`config.mk`:
```
export PLATFORM = sky130hd
export DESIGN_NAME = colour_channel_suppressor
export DESIGN_NICKNAME = d
export VERILOG_FILES = /design/src/ccs_pkg.sv /design/src/ccs_chan.sv /design/src/colour_channel_suppressor.sv
export SDC_FILE = /design/constraint.sdc
export NUM_CORES = 1
export LEC_CHECK = 0
export BUFFER_PORTS_ARGS = -buffer_cell sky130_fd_sc_hd__buf_2
export CELL_PAD_IN_SITES_DETAIL_PLACEMENT = 0
export CELL_PAD_IN_SITES_GLOBAL_PLACEMENT = 2
export CORE_MARGIN = 8
export CORE_UTILIZATION = 45
export DETAILED_ROUTE_END_ITERATION = 16
export PLACE_DENSITY_LB_ADDON = 0.1
export SLEW_MARGIN = 20
export SYNTH_ARGS = -nofsm -noshare
export SYNTH_HDL_FRONTEND = slang
export SYNTH_HIERARCHICAL = 1
export SYNTH_SLANG_ARGS = --single-unit
```
`constraint.sdc`:
```
create_clock -name clk -period 30.2 [get_ports clk]
set_clock_uncertainty 0.2 [all_clocks]
set_input_delay 3.02 -clock clk [delete_from_list [all_inputs] [get_ports clk]]
set_output_delay 3.02 -clock clk [all_outputs]
set_load 0.02 [all_outputs]
```
`src/ccs_pkg.sv`:
```
// Package for the color channel suppressor: pixel payload types, register
// indexes and fixed-point constants. No dependencies.
`default_nettype none

package ccs_pkg;

	// 2.16 fixed point strengths, 16 fraction bits
	localparam int unsigned FP_SHIFT = 16;
	localparam int unsigned CHAN_W = 8;
	localparam int unsigned STRENGTH_W = 18;
	localparam int unsigned CFG_INDEX_W = 2;

	typedef logic [CHAN_W-1:0] chan_t;
	typedef logic [STRENGTH_W-1:0] strength_t;
	typedef logic [CFG_INDEX_W-1:0] cfg_index_t;

	// register indexes on the configuration channel
	localparam cfg_index_t REG_RED_STRENGTH = 2'd0;
	localparam cfg_index_t REG_GREEN_STRENGTH = 2'd1;
	localparam cfg_index_t REG_BLUE_STRENGTH = 2'd2;

	typedef struct packed {
		chan_t red_in;
		chan_t green_in;
		chan_t blue_in;
		chan_t alpha_in;
		logic frame_end_in;
	} pixel_in_t;

	typedef struct packed {
		chan_t red_out;
		chan_t green_out;
		chan_t blue_out;
		chan_t alpha_out;
		logic frame_end_out;
	} pixel_out_t;

endpackage

`default_nettype wire

```
`src/ccs_chan.sv`:
```
// One color channel of the suppressor: pull the channel toward the larger
// of the other two. Combinational. Depends on ccs_pkg.
`default_nettype none

module ccs_chan (
	input  var ccs_pkg::chan_t     chan,
	input  var ccs_pkg::chan_t     other_a,
	input  var ccs_pkg::chan_t     other_b,
	input  var ccs_pkg::strength_t strength,
	output ccs_pkg::chan_t         chan_out
);

	localparam int unsigned PROD_W = ccs_pkg::STRENGTH_W + ccs_pkg::CHAN_W;

	ccs_pkg::chan_t    ref_val;
	ccs_pkg::chan_t    excess;
	logic              above;
	logic [PROD_W-1:0] prod;
	logic [PROD_W-1:0] scaled_chan;
	logic [PROD_W-1:0] sum;
	logic              negative;

	// reference is the larger of the other two channels
	assign ref_val = (other_a > other_b) ? other_a : other_b;
	assign above   = chan > ref_val;
	assign excess  = chan - ref_val;

	// chan*(1-s) + ref*s == chan - s*(chan-ref), in 10.16
	assign prod        = PROD_W'(strength) * PROD_W'(excess);
	assign scaled_chan = PROD_W'({chan, {ccs_pkg::FP_SHIFT{1'b0}}});
	assign negative    = prod > scaled_chan;
	assign sum         = scaled_chan - prod;

	// the sum never exceeds chan, so only the low clamp can apply
	always_comb begin
		if (!above) begin
			chan_out = chan;
		end else if (negative) begin
			chan_out = '0;
		end else begin
			chan_out = sum[ccs_pkg::FP_SHIFT +: ccs_pkg::CHAN_W];
		end
	end

endmodule

`default_nettype wire

```
`src/colour_channel_suppressor.sv`:
```
// Color channel suppressor top level: strength registers, input register,
// three channel units and the result register. Depends on ccs_pkg, ccs_chan.
// A pixel transferred on start passes the input register, then the result
// register, and shows on result with done high. Throughput: one pixel per
// clock; busy is always low, the result side cannot stall. Reset clears the
// strength registers and the valid flags.
`default_nettype none

module colour_channel_suppressor (
	input  var logic                 clk,
	input  var logic                 arst_n,
	input  var logic                 start,
	output logic                     busy,
	input  var ccs_pkg::pixel_in_t   src_pixel,
	output logic                     done,
	output ccs_pkg::pixel_out_t      result,
	input  var logic                 cfg_valid,
	output logic                     cfg_ready,
	input  var ccs_pkg::cfg_index_t  cfg_index,
	input  var ccs_pkg::strength_t   cfg_data
);

	ccs_pkg::strength_t  red_strength_q;
	ccs_pkg::strength_t  green_strength_q;
	ccs_pkg::strength_t  blue_strength_q;

	logic                valid_s1;
	ccs_pkg::pixel_in_t  pixel_s1;
	logic                valid_s2;
	ccs_pkg::pixel_out_t pixel_s2;
	ccs_pkg::pixel_out_t next_out;

	assign busy      = 1'b0;
	assign cfg_ready = 1'b1;

	// write strength registers on a config transfer; ignore unknown indexes
	always_ff @(posedge clk or negedge arst_n) begin
		if (!arst_n) begin
			red_strength_q   <= '0;
			green_strength_q <= '0;
			blue_strength_q  <= '0;
		end else if (cfg_valid && cfg_ready) begin
			unique case (cfg_index)
				ccs_pkg::REG_RED_STRENGTH:   red_strength_q   <= cfg_data;
				ccs_pkg::REG_GREEN_STRENGTH: green_strength_q <= cfg_data;
				ccs_pkg::REG_BLUE_STRENGTH:  blue_strength_q  <= cfg_data;
				default: ;
			endcase
		end
	end

	// capture the input pixel on a transfer
	always_ff @(posedge clk or negedge arst_n) begin
		if (!arst_n) begin
			valid_s1 <= 1'b0;
		end else begin
			valid_s1 <= start && !busy;
		end
	end

	always_ff @(posedge clk) begin
		if (start && !busy) begin
			pixel_s1 <= src_pixel;
		end
	end

	// suppress each color channel against the other two
	ccs_chan u_red (
		.chan     (pixel_s1.red_in),
		.other_a  (pixel_s1.green_in),
		.other_b  (pixel_s1.blue_in),
		.strength (red_strength_q),
		.chan_out (next_out.red_out)
	);

	ccs_chan u_green (
		.chan     (pixel_s1.green_in),
		.other_a  (pixel_s1.red_in),
		.other_b  (pixel_s1.blue_in),
		.strength (green_strength_q),
		.chan_out (next_out.green_out)
	);

	ccs_chan u_blue (
		.chan     (pixel_s1.blue_in),
		.other_a  (pixel_s1.red_in),
		.other_b  (pixel_s1.green_in),
		.strength (blue_strength_q),
		.chan_out (next_out.blue_out)
	);

	// pass alpha and the frame end mark
	assign next_out.alpha_out     = pixel_s1.alpha_in;
	assign next_out.frame_end_out = pixel_s1.frame_end_in;

	// register the result; the strobe lasts one cycle per pixel
	always_ff @(posedge clk or negedge arst_n) begin
		if (!arst_n) begin
			valid_s2 <= 1'b0;
		end else begin
			valid_s2 <= valid_s1;
		end
	end

	always_ff @(posedge clk) begin
		if (valid_s1) begin
			pixel_s2 <= next_out;
		end
	end

	assign done   = valid_s2;
	assign result = pixel_s2;

endmodule

`default_nettype wire

```
==> impl_metrics.env <==
export IMPL_cts_clk_slew_worst_paths_ns=0.06
export IMPL_worst_slew_margin_rel_pct=26.9
export IMPL_post_synth_num_cell_types=92
export IMPL_reg_to_reg_endpoint="result[13]$_DFFE_PP_"
export IMPL_path_common_cell="sky130_fd_sc_hd__o21ai_0"
export IMPL_synth_sequential_area_ratio_pct=15.4
export IMPL_cts_root_buf="sky130_fd_sc_hd__clkbuf_16"
export IMPL_wl_per_cell_um=19.4
export IMPL_flow_area_growth_from_synthesis_pct=8.07
export IMPL_gr_max_usage_layer="met2"
export IMPL_drtAntennaViolNets=0
export IMPL_met2_usage_grt_pct=34.6
export IMPL_floorplan_die_width_um=237
export IMPL_hold_path_startpoint="next_out[6]$_DFFE_PP_"
export IMPL_cap_viol_max_count=0
export IMPL_global_route_overflow_total=0
export IMPL_worst_path_max_fanout=18
export IMPL_tritoncts_num_buffers=17
export IMPL_ctsHoldBuffers=0
export IMPL_routabilityCongestion=0.867
export IMPL_filler_cell_count=4649
export IMPL_dpl_instance_area_um2=23200
export IMPL_floorplan_io_pins=93
export IMPL_core_rowCount=81
export IMPL_cts_path_max_buffers=2
export IMPL_gr_usage_all_layers_pct=21.8
export IMPL_ff2ff_setup_slack_ns=18.87
export IMPL_htree_num_levels=4
export IMPL_fp_dieArea_um2=56200
export IMPL_start_util_pct=45.3
export IMPL_postCtsSetupBuffers=0
export IMPL_crit_path_max_incr_delay_ns=0.60
export IMPL_number_of_antenna_violations_at_the_first_check_in_global_routing=5
export IMPL_synth_area_in_compound_gates_pct=11.1
export IMPL_critPathArrivalTime_ns=11.41
export IMPL_status="finished, final reports clean"
export IMPL_synth_fa_ha_area_share_pct=39.7
export IMPL_synth_ff_latch_count=122
export IMPL_drt_first_iter_violations=867
export IMPL_max_freq_ghz=0.0882
export IMPL_min_period_ns=11.33
export IMPL_holdPathEnd="result[6]$_DFFE_PP_"
export IMPL_worstPathBufferInverterCount=3
export IMPL_combinational_family_with_the_most_area_after_synthesis="adder cells"
export IMPL_layout_common_cells="sky130_fd_sc_hd__inv_1, sky130_fd_sc_hd__fa_1, sky130_fd_sc_hd__and2_1"
export IMPL_die_height_um=237
export IMPL_worst_setup_path_start_kind="register"
export IMPL_mapped_nets=2917
export IMPL_crit_type="reg2reg"
export IMPL_first_pass_grt_wire_length_mm=97.0
export IMPL_layout_worst_path_cycle_share_pct=37.5
export IMPL_total_negative_setup_slacks_ns=0
export IMPL_slowest_stage="sky130_fd_sc_hd__nor2_2"
export IMPL_portion_of_synthesized_cell_area_occupied_by_the_leading_cell_type_pct=26.5
export IMPL_yosys_most_used_dff="sky130_fd_sc_hd__edfxtp_1"
export IMPL_hold_depth=0
export IMPL_via_count_of_the_first_global_routing_pass=17200
export IMPL_grt_max_degree=57
export IMPL_dr_total_vias=16200
export IMPL_cpLargestDelayFamily="compound AO/OA/AOI/OAI gates"
export IMPL_post_cts_resized=0
export IMPL_timing_hold_worst_class="reg2reg"
export IMPL_worst_r2r_cell_count=43
export IMPL_netlist_top_cell_by_area="sky130_fd_sc_hd__fa_1"
export IMPL_max_slew_worst_pin_slew_ns=1.10
export IMPL_syn_inst=2338
export IMPL_mappedNetlistArea_um2=22000
export IMPL_async_s_r_ff_share_synth_pct=45.9
export IMPL_setup_repair_after_global_routing_missed_its_margin="no"
export IMPL_diodes=0
export IMPL_synth_area_top_cells="sky130_fd_sc_hd__fa_1, sky130_fd_sc_hd__ha_1, sky130_fd_sc_hd__edfxtp_1, sky130_fd_sc_hd__and2_1, sky130_fd_sc_hd__inv_1"
export IMPL_worst_skew_pair_later_pin_latency_ns=0.47
export IMPL_placeableCoreArea_um2=48500
export IMPL_mostFrequentLayoutCell="sky130_fd_sc_hd__inv_1"
export IMPL_number_of_max_slew_violations_in_the_final_report=0
export IMPL_viasPerCell=5.32
export IMPL_setup_worst_path_start="pixel_s1[18]$_DFFE_PP_"
export IMPL_fraction_of_synthesized_cell_area_in_xor_and_xnor_cells_pct=2.59
export IMPL_cts_tree="yes"
export IMPL_drt_wl_total_mm=59.3
export IMPL_avg_inst_size_synth_um2=9.40
export IMPL_crit_required_ns=30.28
export IMPL_port_buffers=90
export IMPL_synth_simple_gate_area_share_pct=18.8
export IMPL_yosys_mux_area_fraction_pct=4.05
export IMPL_first_pass_iters=5
export IMPL_grtUsageMet3_pct=3.24
export IMPL_timing_critical_path_to_type="register"
export IMPL_clkSinkCount=122
export IMPL_fin_area_um2=23700
export IMPL_grt_use_met1_pct=31.0
export IMPL_setup_viol=0
export IMPL_route_detailed_drc=0
export IMPL_final_net_count=2998
export IMPL_place_hpwl_mm=46.5
export IMPL_r2r_start="pixel_s1[18]$_DFFE_PP_"
export IMPL_number_of_flops_mapped_to_enable_cells_by_yosys=66
export IMPL_report_final_hold_viol_count=0
export IMPL_fraction_of_final_layout_cells_with_drive_strength_greater_than_1_pct=9.46
export IMPL_synthesis_yosys_warnings=6
[through the flow]
step	setup WS (ns)	utilization [%]	hold WS, ns	std cells
5_1_grt	18.16	48.9	0.227	3054
4_1_cts	18.97	48.9	0.220	3054
2_1_floorplan	20.13	-	0.200	2338
3_3_place_gp	18.90	47.7	0.201	3022
3_5_place_dp	19.03	47.7	0.207	3022
6_report	18.87	48.9	0.220	3054
[flip-flops by register name, indices dropped and copies added (netlist names)]
name / cells
done: 1
red_strength_q: 18
valid_s1: 1
green_strength_q: 18
pixel_s1: 24
result: 33
next_out: 9
blue_strength_q: 18
[kinds of logic (layout without fill, tap and decap cells)]
kind of cell	Yosys count	in the layout
AO/OA/AOI/OAI	345	345
XOR/XNOR	65	65
adder cells (fa/ha/maj)	522	522
buffers and inverters	474	568
flip-flops	122	122
multiplexers	78	78
other	2	2
AND/OR/NAND/NOR	730	730
[synth_stat cells, types with 9 or more instances]
cell	number
sky130_fd_sc_hd__ha_1	231
sky130_fd_sc_hd__nor2_1	72
sky130_fd_sc_hd__xnor2_1	41
sky130_fd_sc_hd__and2_1	267
sky130_fd_sc_hd__clkbuf_1	31
sky130_fd_sc_hd__a31oi_1	11
sky130_fd_sc_hd__o21a_1	29
sky130_fd_sc_hd__fa_1	291
sky130_fd_sc_hd__nand2b_1	84
sky130_fd_sc_hd__a211oi_1	14
sky130_fd_sc_hd__edfxtp_1	66
sky130_fd_sc_hd__nand4_1	19
sky130_fd_sc_hd__a21oi_1	68
sky130_fd_sc_hd__nor3_1	22
sky130_fd_sc_hd__a21boi_0	10
sky130_fd_sc_hd__and3_1	12
sky130_fd_sc_hd__dfrtp_1	56
sky130_fd_sc_hd__o21bai_1	13
sky130_fd_sc_hd__nand2_1	119
sky130_fd_sc_hd__mux2_2	47
sky130_fd_sc_hd__or3_1	12
sky130_fd_sc_hd__xor2_1	24
sky130_fd_sc_hd__mux2_4	10
sky130_fd_sc_hd__o22ai_1	9
sky130_fd_sc_hd__nand3_1	30
sky130_fd_sc_hd__a21o_1	42
sky130_fd_sc_hd__o21ai_1	10
sky130_fd_sc_hd__o21ai_0	56
sky130_fd_sc_hd__nor2b_1	60
sky130_fd_sc_hd__inv_1	432
sky130_fd_sc_hd__mux2i_1	21
[per-layer routing]
layer  up-vias  wire, um
li1       7791         -
met1      8107     28500
met2       286     27100
met3        54      2460
met4         0      1220
met5         -         0
[final cells by class]
type / instances / area (um2) / area share, %
clock buffer: 17 / 425 / 1.79
sequential: 122 / 3380 / 14.3
inverter: 432 / 1620 / 6.83
tap: 622 / 778 / 3.28
timing repair buffer: 104 / 556 / 2.34
clock inverter: 15 / 155 / 0.653
multi-input combinational: 1742 / 16800 / 70.9
[worst max-delay path by stage]
stage / end / slack [ns] / cells after the start
2_1_floorplan: result[12]$_DFFE_PP_ / 20.13 / 44
3_3_place_gp: result[14]$_DFFE_PP_ / 18.90 / 42
3_5_place_dp: result[13]$_DFFE_PP_ / 19.03 / 43
4_1_cts: result[13]$_DFFE_PP_ / 18.97 / 43
5_1_grt: result[13]$_DFFE_PP_ / 18.16 / 43
6_report: result[13]$_DFFE_PP_ / 18.87 / 43
Power is not shown: default switching activity piles up to over one toggle a cycle in this logic, so the estimate is an artifact.
